==> src/sqg_pkg.sv <==
// Shared constants, types and the control store of the SOGI quadrature generator.
package sqg_pkg;

  localparam int SAMPLE_BITS_DEF = 12;
  localparam int DELAY_BITS_DEF  = 48;
  localparam int COEF_BITS       = 32;
  localparam int COEF_FRAC_BITS  = 29;
  localparam int CHUNK_BITS      = 32;
  localparam int OUT_BITS        = 16;
  localparam int CFG_INDEX_BITS  = 3;
  localparam int CFG_DATA_BITS   = 32;
  localparam int STEP_BITS       = 4;

  typedef enum logic [CFG_INDEX_BITS-1:0] {
    REG_BANDPASS_GAIN = 3'd0,
    REG_FEEDBACK_ONE  = 3'd1,
    REG_FEEDBACK_TWO  = 3'd2,
    REG_LOWPASS_GAIN  = 3'd3,
    REG_INPUT_OFFSET  = 3'd4
  } cfg_reg_t;

  typedef enum logic [1:0] {COEF_G, COEF_A1, COEF_A2, COEF_H} coef_sel_t;
  typedef enum logic [1:0] {OPND_D1, OPND_D2, OPND_GSUM, OPND_HSUM} opnd_sel_t;
  typedef enum logic {SEC_ALPHA, SEC_BETA} sec_t;
  typedef enum logic [1:0] {OP_NONE, OP_WNODE, OP_OUTA, OP_OUTB} op_t;

  typedef struct packed {
    logic      mul;   // issue a multiply this step
    coef_sel_t coef;
    opnd_sel_t opnd;
    sec_t      sec;
    logic      rpt;   // repeat the step once per operand chunk
    op_t       op;
  } ctrl_t;

  localparam logic [STEP_BITS-1:0] LAST_STEP = 4'd13;

  // Program: feedback node, output and delay update for each section in turn.
  function automatic ctrl_t ucode(input logic [STEP_BITS-1:0] s);
    ctrl_t c;
    c = '{mul: 1'b0, coef: COEF_G, opnd: OPND_D1, sec: SEC_ALPHA, rpt: 1'b0, op: OP_NONE};
    case (s)
      4'd0:  c = '{1'b1, COEF_A1, OPND_D1,   SEC_ALPHA, 1'b1, OP_NONE};
      4'd1:  c = '{1'b1, COEF_A2, OPND_D2,   SEC_ALPHA, 1'b1, OP_NONE};
      4'd2:  c = '{1'b0, COEF_G,  OPND_D1,   SEC_ALPHA, 1'b0, OP_NONE};
      4'd3:  c = '{1'b0, COEF_G,  OPND_D1,   SEC_ALPHA, 1'b0, OP_WNODE};
      4'd4:  c = '{1'b1, COEF_G,  OPND_GSUM, SEC_ALPHA, 1'b1, OP_NONE};
      4'd5:  c = '{1'b0, COEF_G,  OPND_D1,   SEC_ALPHA, 1'b0, OP_NONE};
      4'd6:  c = '{1'b0, COEF_G,  OPND_D1,   SEC_ALPHA, 1'b0, OP_OUTA};
      4'd7:  c = '{1'b1, COEF_A1, OPND_D1,   SEC_BETA,  1'b1, OP_NONE};
      4'd8:  c = '{1'b1, COEF_A2, OPND_D2,   SEC_BETA,  1'b1, OP_NONE};
      4'd9:  c = '{1'b0, COEF_H,  OPND_D1,   SEC_BETA,  1'b0, OP_NONE};
      4'd10: c = '{1'b0, COEF_H,  OPND_D1,   SEC_BETA,  1'b0, OP_WNODE};
      4'd11: c = '{1'b1, COEF_H,  OPND_HSUM, SEC_BETA,  1'b1, OP_NONE};
      4'd12: c = '{1'b0, COEF_H,  OPND_D1,   SEC_BETA,  1'b0, OP_NONE};
      4'd13: c = '{1'b0, COEF_H,  OPND_D1,   SEC_BETA,  1'b0, OP_OUTB};
      default: c = '{1'b0, COEF_G, OPND_D1, SEC_ALPHA, 1'b0, OP_NONE};
    endcase
    return c;
  endfunction

endpackage

==> src/sqg_if.sv <==
// Handshake channels of the SOGI quadrature generator: sample, result and configuration.
interface sqg_sample_if import sqg_pkg::*; #(parameter int SAMPLE_BITS = SAMPLE_BITS_DEF) ();
  logic                   valid;
  logic                   ready;
  logic [SAMPLE_BITS-1:0] raw_sample;
  modport source (output valid, output raw_sample, input ready);
  modport sink   (input valid, input raw_sample, output ready);
endinterface

interface sqg_result_if import sqg_pkg::*; ();
  logic                       valid;
  logic                       ready;
  logic signed [OUT_BITS-1:0] in_phase;
  logic signed [OUT_BITS-1:0] quadrature;
  modport source (output valid, output in_phase, output quadrature, input ready);
  modport sink   (input valid, input in_phase, input quadrature, output ready);
endinterface

interface sqg_cfg_if import sqg_pkg::*; ();
  logic                      valid;
  logic                      ready;
  logic [CFG_INDEX_BITS-1:0] index;
  logic [CFG_DATA_BITS-1:0]  data;
  modport source (output valid, output index, output data, input ready);
  modport sink   (input valid, input index, input data, output ready);
endinterface

==> src/sogi_quadrature_generator_unit.sv <==
// SOGI quadrature signal generator: offset removal, band-pass and low-pass sections.
//
// Channels: sample_in carries one unsigned converter sample per beat; result_out carries
// the saturated in-phase and quadrature values for that sample; cfg writes the four
// Q3.29 coefficients and the input offset (index as listed in sqg_pkg, others ignored).
// cfg is always ready; write it only while no sample is in flight.
// One item at a time runs through a microcoded sequencer that drives a single 32 x 33 bit
// multiplier and one accumulator. Each product of a coefficient and a delay-wide operand
// is formed chunk by chunk, NCHUNK = ceil((DELAY_BITS+2)/32) multiplies per product.
// A new sample is taken only once the previous one has finished, which keeps the single
// multiplier shared over the six products; the sample beat is not accepted while busy.
// A finished result sits in the output register while the next sample is accepted;
// if that result has not been taken when the next one finishes, the sequencer holds on
// its last step until result_out.ready.
// Reset (rst, synchronous) clears the four delay registers and the coefficients, sets
// the offset to half scale and drops any pending result.
module sogi_quadrature_generator_unit import sqg_pkg::*; #(
  parameter int SAMPLE_BITS = SAMPLE_BITS_DEF,
  parameter int DELAY_BITS  = DELAY_BITS_DEF
) (
  input  logic          clk,
  input  logic          rst,
  sqg_cfg_if.sink       cfg,
  sqg_sample_if.sink    sample_in,
  sqg_result_if.source  result_out
);

  localparam int DFRAC  = DELAY_BITS - COEF_BITS;
  localparam int OPW    = DELAY_BITS + 2;
  localparam int NCHUNK = (OPW + CHUNK_BITS - 1) / CHUNK_BITS;
  localparam int OPX    = NCHUNK * CHUNK_BITS;
  localparam int CW     = (NCHUNK > 1) ? $clog2(NCHUNK) : 1;
  localparam int ACC_W  = OPX + COEF_BITS + 2;
  localparam int PROD_W = COEF_BITS + CHUNK_BITS + 1;
  localparam int SH     = COEF_FRAC_BITS + DFRAC;
  localparam int DIFF_W = SAMPLE_BITS + 1;
  localparam logic [CW-1:0] LAST_CHUNK = CW'(NCHUNK - 1);

  // configuration
  logic signed [COEF_BITS-1:0] coef_g, coef_a1, coef_a2, coef_h;
  logic [SAMPLE_BITS-1:0]      offset;

  // sequencer and datapath
  logic                         busy;
  logic [STEP_BITS-1:0]         step;
  logic [CW-1:0]                chunk;
  logic signed [DIFF_W-1:0]     diff;
  logic signed [DELAY_BITS-1:0] alpha_d1, alpha_d2, beta_d1, beta_d2, wreg;
  logic signed [PROD_W-1:0]     preg;
  logic [CW-1:0]                pk;
  logic                         pvalid;
  logic signed [ACC_W-1:0]      acc;
  logic signed [OUT_BITS-1:0]   ya;
  logic                         out_valid;
  logic signed [OUT_BITS-1:0]   out_i, out_q;

  ctrl_t                        ctrl;
  logic                         stall;
  logic                         chunk_more;
  logic signed [DELAY_BITS-1:0] d1_sel, d2_sel;
  logic signed [OPW-1:0]        opnd_full;
  logic [OPX-1:0]               opx;
  logic [CHUNK_BITS-1:0]        chunk_bits;
  logic signed [CHUNK_BITS:0]   op33;
  logic signed [COEF_BITS-1:0]  coef_sel;
  logic signed [PROD_W-1:0]     prod;
  logic signed [ACC_W-1:0]      pext, padd;
  logic signed [ACC_W:0]        node_wide;
  logic signed [DELAY_BITS-1:0] w_new;
  logic signed [OUT_BITS-1:0]   y_new;

  function automatic logic signed [DELAY_BITS-1:0] sat_delay(input logic signed [ACC_W:0] v);
    logic [ACC_W-DELAY_BITS+1:0] hi;
    hi = v[ACC_W:DELAY_BITS-1];
    if (&hi || ~|hi) begin
      return v[DELAY_BITS-1:0];
    end else if (v[ACC_W]) begin
      return {1'b1, {(DELAY_BITS-1){1'b0}}};
    end else begin
      return {1'b0, {(DELAY_BITS-1){1'b1}}};
    end
  endfunction

  function automatic logic signed [OUT_BITS-1:0] sat_out(input logic signed [ACC_W-1:0] v);
    logic [ACC_W-OUT_BITS:0] hi;
    hi = v[ACC_W-1:OUT_BITS-1];
    if (&hi || ~|hi) begin
      return v[OUT_BITS-1:0];
    end else if (v[ACC_W-1]) begin
      return {1'b1, {(OUT_BITS-1){1'b0}}};
    end else begin
      return {1'b0, {(OUT_BITS-1){1'b1}}};
    end
  endfunction

  assign ctrl       = ucode(step);
  assign stall      = (ctrl.op == OP_OUTB) && out_valid && !result_out.ready;
  assign chunk_more = ctrl.rpt && (chunk != LAST_CHUNK);

  assign cfg.ready             = 1'b1;
  assign sample_in.ready       = !busy;
  assign result_out.valid      = out_valid;
  assign result_out.in_phase   = out_i;
  assign result_out.quadrature = out_q;

  // operand and coefficient selection
  always_comb begin
    d1_sel = (ctrl.sec == SEC_BETA) ? beta_d1 : alpha_d1;
    d2_sel = (ctrl.sec == SEC_BETA) ? beta_d2 : alpha_d2;
    case (ctrl.opnd)
      OPND_D1:   opnd_full = OPW'(d1_sel);
      OPND_D2:   opnd_full = OPW'(d2_sel);
      OPND_GSUM: opnd_full = OPW'(wreg) - OPW'(d2_sel);
      OPND_HSUM: opnd_full = OPW'(wreg) + (OPW'(d1_sel) <<< 1) + OPW'(d2_sel);
      default:   opnd_full = '0;
    endcase
    case (ctrl.coef)
      COEF_G:  coef_sel = coef_g;
      COEF_A1: coef_sel = coef_a1;
      COEF_A2: coef_sel = coef_a2;
      COEF_H:  coef_sel = coef_h;
      default: coef_sel = '0;
    endcase
  end

  // lower chunks are unsigned, the top chunk carries the sign
  assign opx        = OPX'(opnd_full);
  assign chunk_bits = opx[chunk*CHUNK_BITS +: CHUNK_BITS];
  assign op33       = {(chunk == LAST_CHUNK) & chunk_bits[CHUNK_BITS-1], chunk_bits};
  assign prod       = PROD_W'(coef_sel) * PROD_W'(op33);

  // align the registered partial product to its chunk
  assign pext = ACC_W'(preg);
  always_comb begin
    padd = '0;
    for (int k = 0; k < NCHUNK; k++) begin
      if (pk == CW'(k)) padd = pext << (CHUNK_BITS * k);
    end
  end

  assign node_wide = ((ACC_W + 1)'(diff) <<< DFRAC) - (ACC_W + 1)'(acc >>> COEF_FRAC_BITS);
  assign w_new     = sat_delay(node_wide);
  assign y_new     = sat_out(acc >>> SH);

  // configuration writes
  always_ff @(posedge clk) begin
    if (rst) begin
      coef_g  <= '0;
      coef_a1 <= '0;
      coef_a2 <= '0;
      coef_h  <= '0;
      offset  <= {1'b1, {(SAMPLE_BITS-1){1'b0}}};
    end else if (cfg.valid) begin
      case (cfg_reg_t'(cfg.index))
        REG_BANDPASS_GAIN: coef_g  <= cfg.data[COEF_BITS-1:0];
        REG_FEEDBACK_ONE:  coef_a1 <= cfg.data[COEF_BITS-1:0];
        REG_FEEDBACK_TWO:  coef_a2 <= cfg.data[COEF_BITS-1:0];
        REG_LOWPASS_GAIN:  coef_h  <= cfg.data[COEF_BITS-1:0];
        REG_INPUT_OFFSET:  offset  <= cfg.data[SAMPLE_BITS-1:0];
        default: ;
      endcase
    end
  end

  // sequencer
  always_ff @(posedge clk) begin
    if (rst) begin
      busy  <= 1'b0;
      step  <= '0;
      chunk <= '0;
    end else if (!busy) begin
      if (sample_in.valid) busy <= 1'b1;
    end else if (chunk_more) begin
      chunk <= chunk + CW'(1);
    end else begin
      chunk <= '0;
      if (ctrl.op == OP_OUTB) begin
        if (!stall) begin
          busy <= 1'b0;
          step <= '0;
        end
      end else begin
        step <= step + STEP_BITS'(1);
      end
    end
  end

  // sample capture
  always_ff @(posedge clk) begin
    if (!busy && sample_in.valid) begin
      diff <= $signed({1'b0, sample_in.raw_sample}) - $signed({1'b0, offset});
    end
  end

  // multiplier and accumulator; hold the sum while the last step waits
  always_ff @(posedge clk) begin
    if (rst) begin
      pvalid <= 1'b0;
      acc    <= '0;
    end else begin
      pvalid <= busy && ctrl.mul;
      if (busy && (ctrl.op != OP_NONE) && !stall) begin
        acc <= '0;
      end else if (pvalid) begin
        acc <= acc + padd;
      end
    end
  end

  always_ff @(posedge clk) begin
    if (busy && ctrl.mul) begin
      preg <= prod;
      pk   <= chunk;
    end
  end

  // delay line and results
  always_ff @(posedge clk) begin
    if (rst) begin
      alpha_d1 <= '0;
      alpha_d2 <= '0;
      beta_d1  <= '0;
      beta_d2  <= '0;
    end else if (busy) begin
      if (ctrl.op == OP_OUTA) begin
        alpha_d2 <= alpha_d1;
        alpha_d1 <= wreg;
      end
      if ((ctrl.op == OP_OUTB) && !stall) begin
        beta_d2 <= beta_d1;
        beta_d1 <= wreg;
      end
    end
  end

  always_ff @(posedge clk) begin
    if (busy && (ctrl.op == OP_WNODE)) wreg <= w_new;
    if (busy && (ctrl.op == OP_OUTA)) ya <= y_new;
    if (busy && (ctrl.op == OP_OUTB) && !stall) begin
      out_i <= ya;
      out_q <= y_new;
    end
  end

  always_ff @(posedge clk) begin
    if (rst) begin
      out_valid <= 1'b0;
    end else if (busy && (ctrl.op == OP_OUTB) && !stall) begin
      out_valid <= 1'b1;
    end else if (result_out.ready) begin
      out_valid <= 1'b0;
    end
  end

endmodule

==> src/flat_wrapper.sv <==
// flat-port wrapper written by rule: the top's interface ports become plain ports
module sogi_quadrature_generator_unit_flat import sqg_pkg::*;
#(
  parameter int SAMPLE_BITS = SAMPLE_BITS_DEF,
  parameter int DELAY_BITS  = DELAY_BITS_DEF
)
  (clk, rst, cfg_valid, cfg_index, cfg_data, cfg_ready, sample_in_valid, sample_in_raw_sample, sample_in_ready, result_out_valid, result_out_in_phase, result_out_quadrature, result_out_ready);
  sqg_cfg_if cfg_i ();
  sqg_sample_if #(.SAMPLE_BITS(SAMPLE_BITS)) sample_in_i ();
  sqg_result_if result_out_i ();
  input  logic clk;
  input  logic rst;
  input wire logic [$bits(cfg_i.valid)-1:0] cfg_valid;
  input wire logic [$bits(cfg_i.index)-1:0] cfg_index;
  input wire logic [$bits(cfg_i.data)-1:0] cfg_data;
  output wire logic [$bits(cfg_i.ready)-1:0] cfg_ready;
  input wire logic [$bits(sample_in_i.valid)-1:0] sample_in_valid;
  input wire logic [$bits(sample_in_i.raw_sample)-1:0] sample_in_raw_sample;
  output wire logic [$bits(sample_in_i.ready)-1:0] sample_in_ready;
  output wire logic [$bits(result_out_i.valid)-1:0] result_out_valid;
  output wire logic [$bits(result_out_i.in_phase)-1:0] result_out_in_phase;
  output wire logic [$bits(result_out_i.quadrature)-1:0] result_out_quadrature;
  input wire logic [$bits(result_out_i.ready)-1:0] result_out_ready;
  assign cfg_i.valid = cfg_valid;
  assign cfg_i.index = cfg_index;
  assign cfg_i.data = cfg_data;
  assign cfg_ready = cfg_i.ready;
  assign sample_in_i.valid = sample_in_valid;
  assign sample_in_i.raw_sample = sample_in_raw_sample;
  assign sample_in_ready = sample_in_i.ready;
  assign result_out_valid = result_out_i.valid;
  assign result_out_in_phase = result_out_i.in_phase;
  assign result_out_quadrature = result_out_i.quadrature;
  assign result_out_i.ready = result_out_ready;
  sogi_quadrature_generator_unit #(.SAMPLE_BITS(SAMPLE_BITS), .DELAY_BITS(DELAY_BITS)) u_core (.clk(clk), .rst(rst), .cfg(cfg_i), .sample_in(sample_in_i), .result_out(result_out_i));
endmodule
==> config.mk <==
export PLATFORM = sky130hd
export DESIGN_NAME = sogi_quadrature_generator_unit_flat
export DESIGN_NICKNAME = d
export VERILOG_FILES = /design/src/sqg_pkg.sv /design/src/sqg_if.sv /design/src/sogi_quadrature_generator_unit.sv /design/src/flat_wrapper.sv
export SDC_FILE = /design/constraint.sdc
export NUM_CORES = 2
export LEC_CHECK = 0
export ABC_AREA = 1
export ABC_CLOCK_PERIOD_IN_PS = 14700
export BUFFER_PORTS_ARGS = -buffer_cell sky130_fd_sc_hd__buf_2
export CAP_MARGIN = 40
export CORE_AREA = 2 2 537 539
export DETAILED_ROUTE_END_ITERATION = 12
export DIE_AREA = 0 0 539 541
export HOLD_SLACK_MARGIN = 0.03
export SETUP_SLACK_MARGIN = 0.2
export SLEW_MARGIN = 20
export SYNTH_ARGS = -nofsm -noshare
export SYNTH_HDL_FRONTEND = slang
export SYNTH_SLANG_ARGS = --single-unit
==> constraint.sdc <==
create_clock -name clk -period 14.7 [get_ports clk]
set_input_delay 1.47 -clock clk [delete_from_list [all_inputs] [get_ports clk]]
set_output_delay 1.47 -clock clk [all_outputs]
set_load 0.02 [all_outputs]
==> results.md <==
* Dpl hpwl at 303000 um
* Vias in the first global route at 78600
* Largest net degree at the start of global routing at 132
* Post-Syn Instances at 11800
* Seq/Total Area, Yosys at 0.166
* Critical Path Start Type: flip-flop
* Endpoints failing setup at 0
* First-pass GRT wire length at 533000 um
* Slowest CP cell: fa_1
* CTS Sinks at 621
* Worst hold path class: flip-flop to flip-flop
* Chip width at 539 um
* Area of the mapped netlist at 85300 um^2
* Initial antenna violation count at 25
* WS Path Type: flip-flop to flip-flop
* Critical Path Fanout Max at 117
* Routed vias at 80400
* Finished Layout Cells at 15600
* # rows at 197
* Total grt overflow at 0
* Max Fclk at 79.3 MHz
* #FFs+latches synth at 621
* Placed cell areas at 90400 um^2
* # fillers at 31200
* Clk buf depth at 3
* DIE AREA at 292000 um^2
* Total Routing Usage GR at 0.248
* Unique cell type count in the Yosys netlist at 57
* Post-CTS Setup Bufs at 0
* Input/output buffers at 85
* Mean Syn Cell Area at 7.21 um^2
* Final Skew at 0.0376 ns
* Cts hold-fix bufs at 0
* Per-cell routed wire length at 23.7 um
* Leakage at 0.0438 uW
* Routed WL at 369000 um
* Most used flip-flop cell after synthesis: dfxtp_1
* Status: finished clean
* Unrepaired setup endpoints after global routing: no
* Synth warnings at 0
* CP dominant cell by count: fa_1
* Post-synth top area share at 0.273
* Core ar. at 286000 um^2
* Final worst-path cycle share at 0.858
* Total CTS buffers at 69
* Worst slew pin tran at 0.859 ns
* Post-Place Cells at 15500
* Peak VDD IR at 0.0777 mV
* WP data required at 15.10 ns
* Share of layout cells above drive strength 1 at 0.0476
* Power density over the cells at 76.4 nW/um^2
* Critical Path Max Stage Delay at 0.96 ns
* Die Ht at 541 um
* Fin nets at 13400
* Min Tclk post-route at 12.61 ns
* Gpl congestion at 1.04
* DRT iter0 DRCs at 7727
* Root Driver: clkbuf_16
* DR pass1 iterations at 6
* Final Core Density at 0.324
* Initial Util at 0.298
* Leading area contributor after synthesis: fa_1
* Max Slew Vio Count at 0
* Post-synth net total at 13500
* Drt drc at 0
* Most frequent cells in the layout: inv_1 (2370), nand2_1 (2228), nor2_1 (1286)
* Rel. slew slack at 0.421
* Post-route ant nets at 0
* Worst-skew pair later-pin latency at 0.70 ns
* Top cells by area, synth: fa_1 (27%), dfxtp_1 (10%), inv_1 (10%)
* Post-CTS sizing at 0
* Crit end category: flip-flop
* Number of synthesized flops with an enable pin at 175
* CTS tree: done
* Data arrival time of the worst path at 13.01 ns
* Final Hold Fails at 0
* Max_cap viols at 0
* Max H-tree Level at 3
* DR vias/cell at 5.16
* Commonest non-fill, non-tap cell in the layout: inv_1
* Area Overhead vs Synth at 8.74%
* Post-route cell area at 92800 um^2
* TNS Setup at 0 ns
* Total I/O pin count at 87
* Async SR Flop Fraction at 0
* Clock transition at path regs at 0.06 ns
## cell usage after synthesis (all sizes together), types with 3 or more instances
master / n
a211oi: 6
and2: 5
o21ai: 993
dfxtp: 446
nor3: 71
a221oi: 21
clkinv: 13
nor2: 1314
inv: 2393
nand4: 94
o21bai: 57
a21oi: 1140
o311ai: 3
nand3: 297
fa: 1164
nor4: 27
o21a: 27
ha: 452
o22ai: 3
xor2: 129
edfxtp: 175
a31o: 4
o31ai: 3
and3: 4
or2: 46
o2111ai: 13
a21o: 45
o221ai: 9
a31oi: 40
o211ai: 42
clkbuf: 322
xnor2: 65
nand3b: 13
buf: 110
a21boi: 21
nand2: 2257
## through the flow
stage | setup WS, ns | total power, uW | hold WS (ns)
after floorplan | 4.25 | 3920 | 0.400
after global placement | 2.01 | 5190 | 0.400
after detailed placement | 2.27 | 5210 | 0.405
after CTS | 2.25 | 7050 | 0.420
after global routing | 1.34 | 7440 | 0.424
final | 2.09 | 7080 | 0.417
## critical path, delay by kind of cell (launching register included)
kind                     cells  cell delay (ns)
AO/OA/AOI/OAI                2             0.36
adder cells (fa/ha/maj)     12             6.33
buffers and inverters        9             1.71
XOR/XNOR                     1             0.16
AND/OR/NAND/NOR             19             3.17
flip-flops                   1             0.35
## layer usage
layer,up-vias,wire length (um),global-route usage
met3,891,31600,0.0474
li1,36700,-,-
met1,39100,147000,0.311
met4,14,26600,0.152
met5,-,90,0
met2,3693,164000,0.392
## cell families (layout without fill, tap and decap cells)
group	count (synthesis)	count (layout)	share of synthesized area
AND/OR/NAND/NOR	4132	4132	0.196
AO/OA/AOI/OAI	2428	2428	0.151
buffers and inverters	2838	2811	0.127
other	1	7	0.0000440
XOR/XNOR	194	194	0.0199
adder cells (fa/ha/maj)	1616	1616	0.339
flip-flops	621	621	0.166
## path summary, 6_finish.rpt
kind             startpoint                             to  slack [ns]  cells past startpoint
max          u_core.ctrl[3]                u_core.preg[64]        2.09                     43
min            u_core.ya[0]  u_core.result_out.in_phase[0]        0.42                      0
max reg2reg  u_core.ctrl[3]                u_core.preg[64]        2.09                     43
min reg2reg    u_core.ya[0]  u_core.result_out.in_phase[0]        0.42                      0
## cell type report
| cell class | count | area, um^2 | share of cell area |
|---|---|---|---|
| Multi-Input combinational cell | 8371 | 60400 | 0.651 |
| Inverter | 2406 | 9040 | 0.0975 |
| Clock buffer | 91 | 1950 | 0.0211 |
| Timing Repair Buffer | 282 | 2080 | 0.0225 |
| Antenna cell | 6 | 15.0 | 0.000162 |
| Clock inverter | 32 | 317 | 0.00341 |
| Tap cell | 3781 | 4730 | 0.0510 |
| Sequential cell | 621 | 14200 | 0.153 |
## power breakdown
part	internal (uW)	switching (uW)	total (uW)
registers	1890	105	1990
clock network	1000	816	1820
logic	963	2310	3270
## flip-flops by register name, summed over array words and instances (netlist names)
register,cells
u_core.chunk,1
u_core.result_out.in_phase,16
u_core.alpha_d2,48
u_core.pk,1
u_core.pvalid,1
u_core.beta_d2,48
u_core.coef_a2,32
u_core.acc,98
u_core.coef_h,32
u_core.preg,65
u_core.step,4
u_core.offset,12
u_core.diff,13
u_core.coef_a1,32
u_core.ctrl,8
u_core.wreg,48
u_core.beta_d1,48
u_core.ya,16
u_core.result_out.quadrature,16
u_core.coef_g,32
u_core.busy,1
u_core.result_out.valid,1
u_core.alpha_d1,48
No activity file was read; power rests on OpenSTA's default activity.
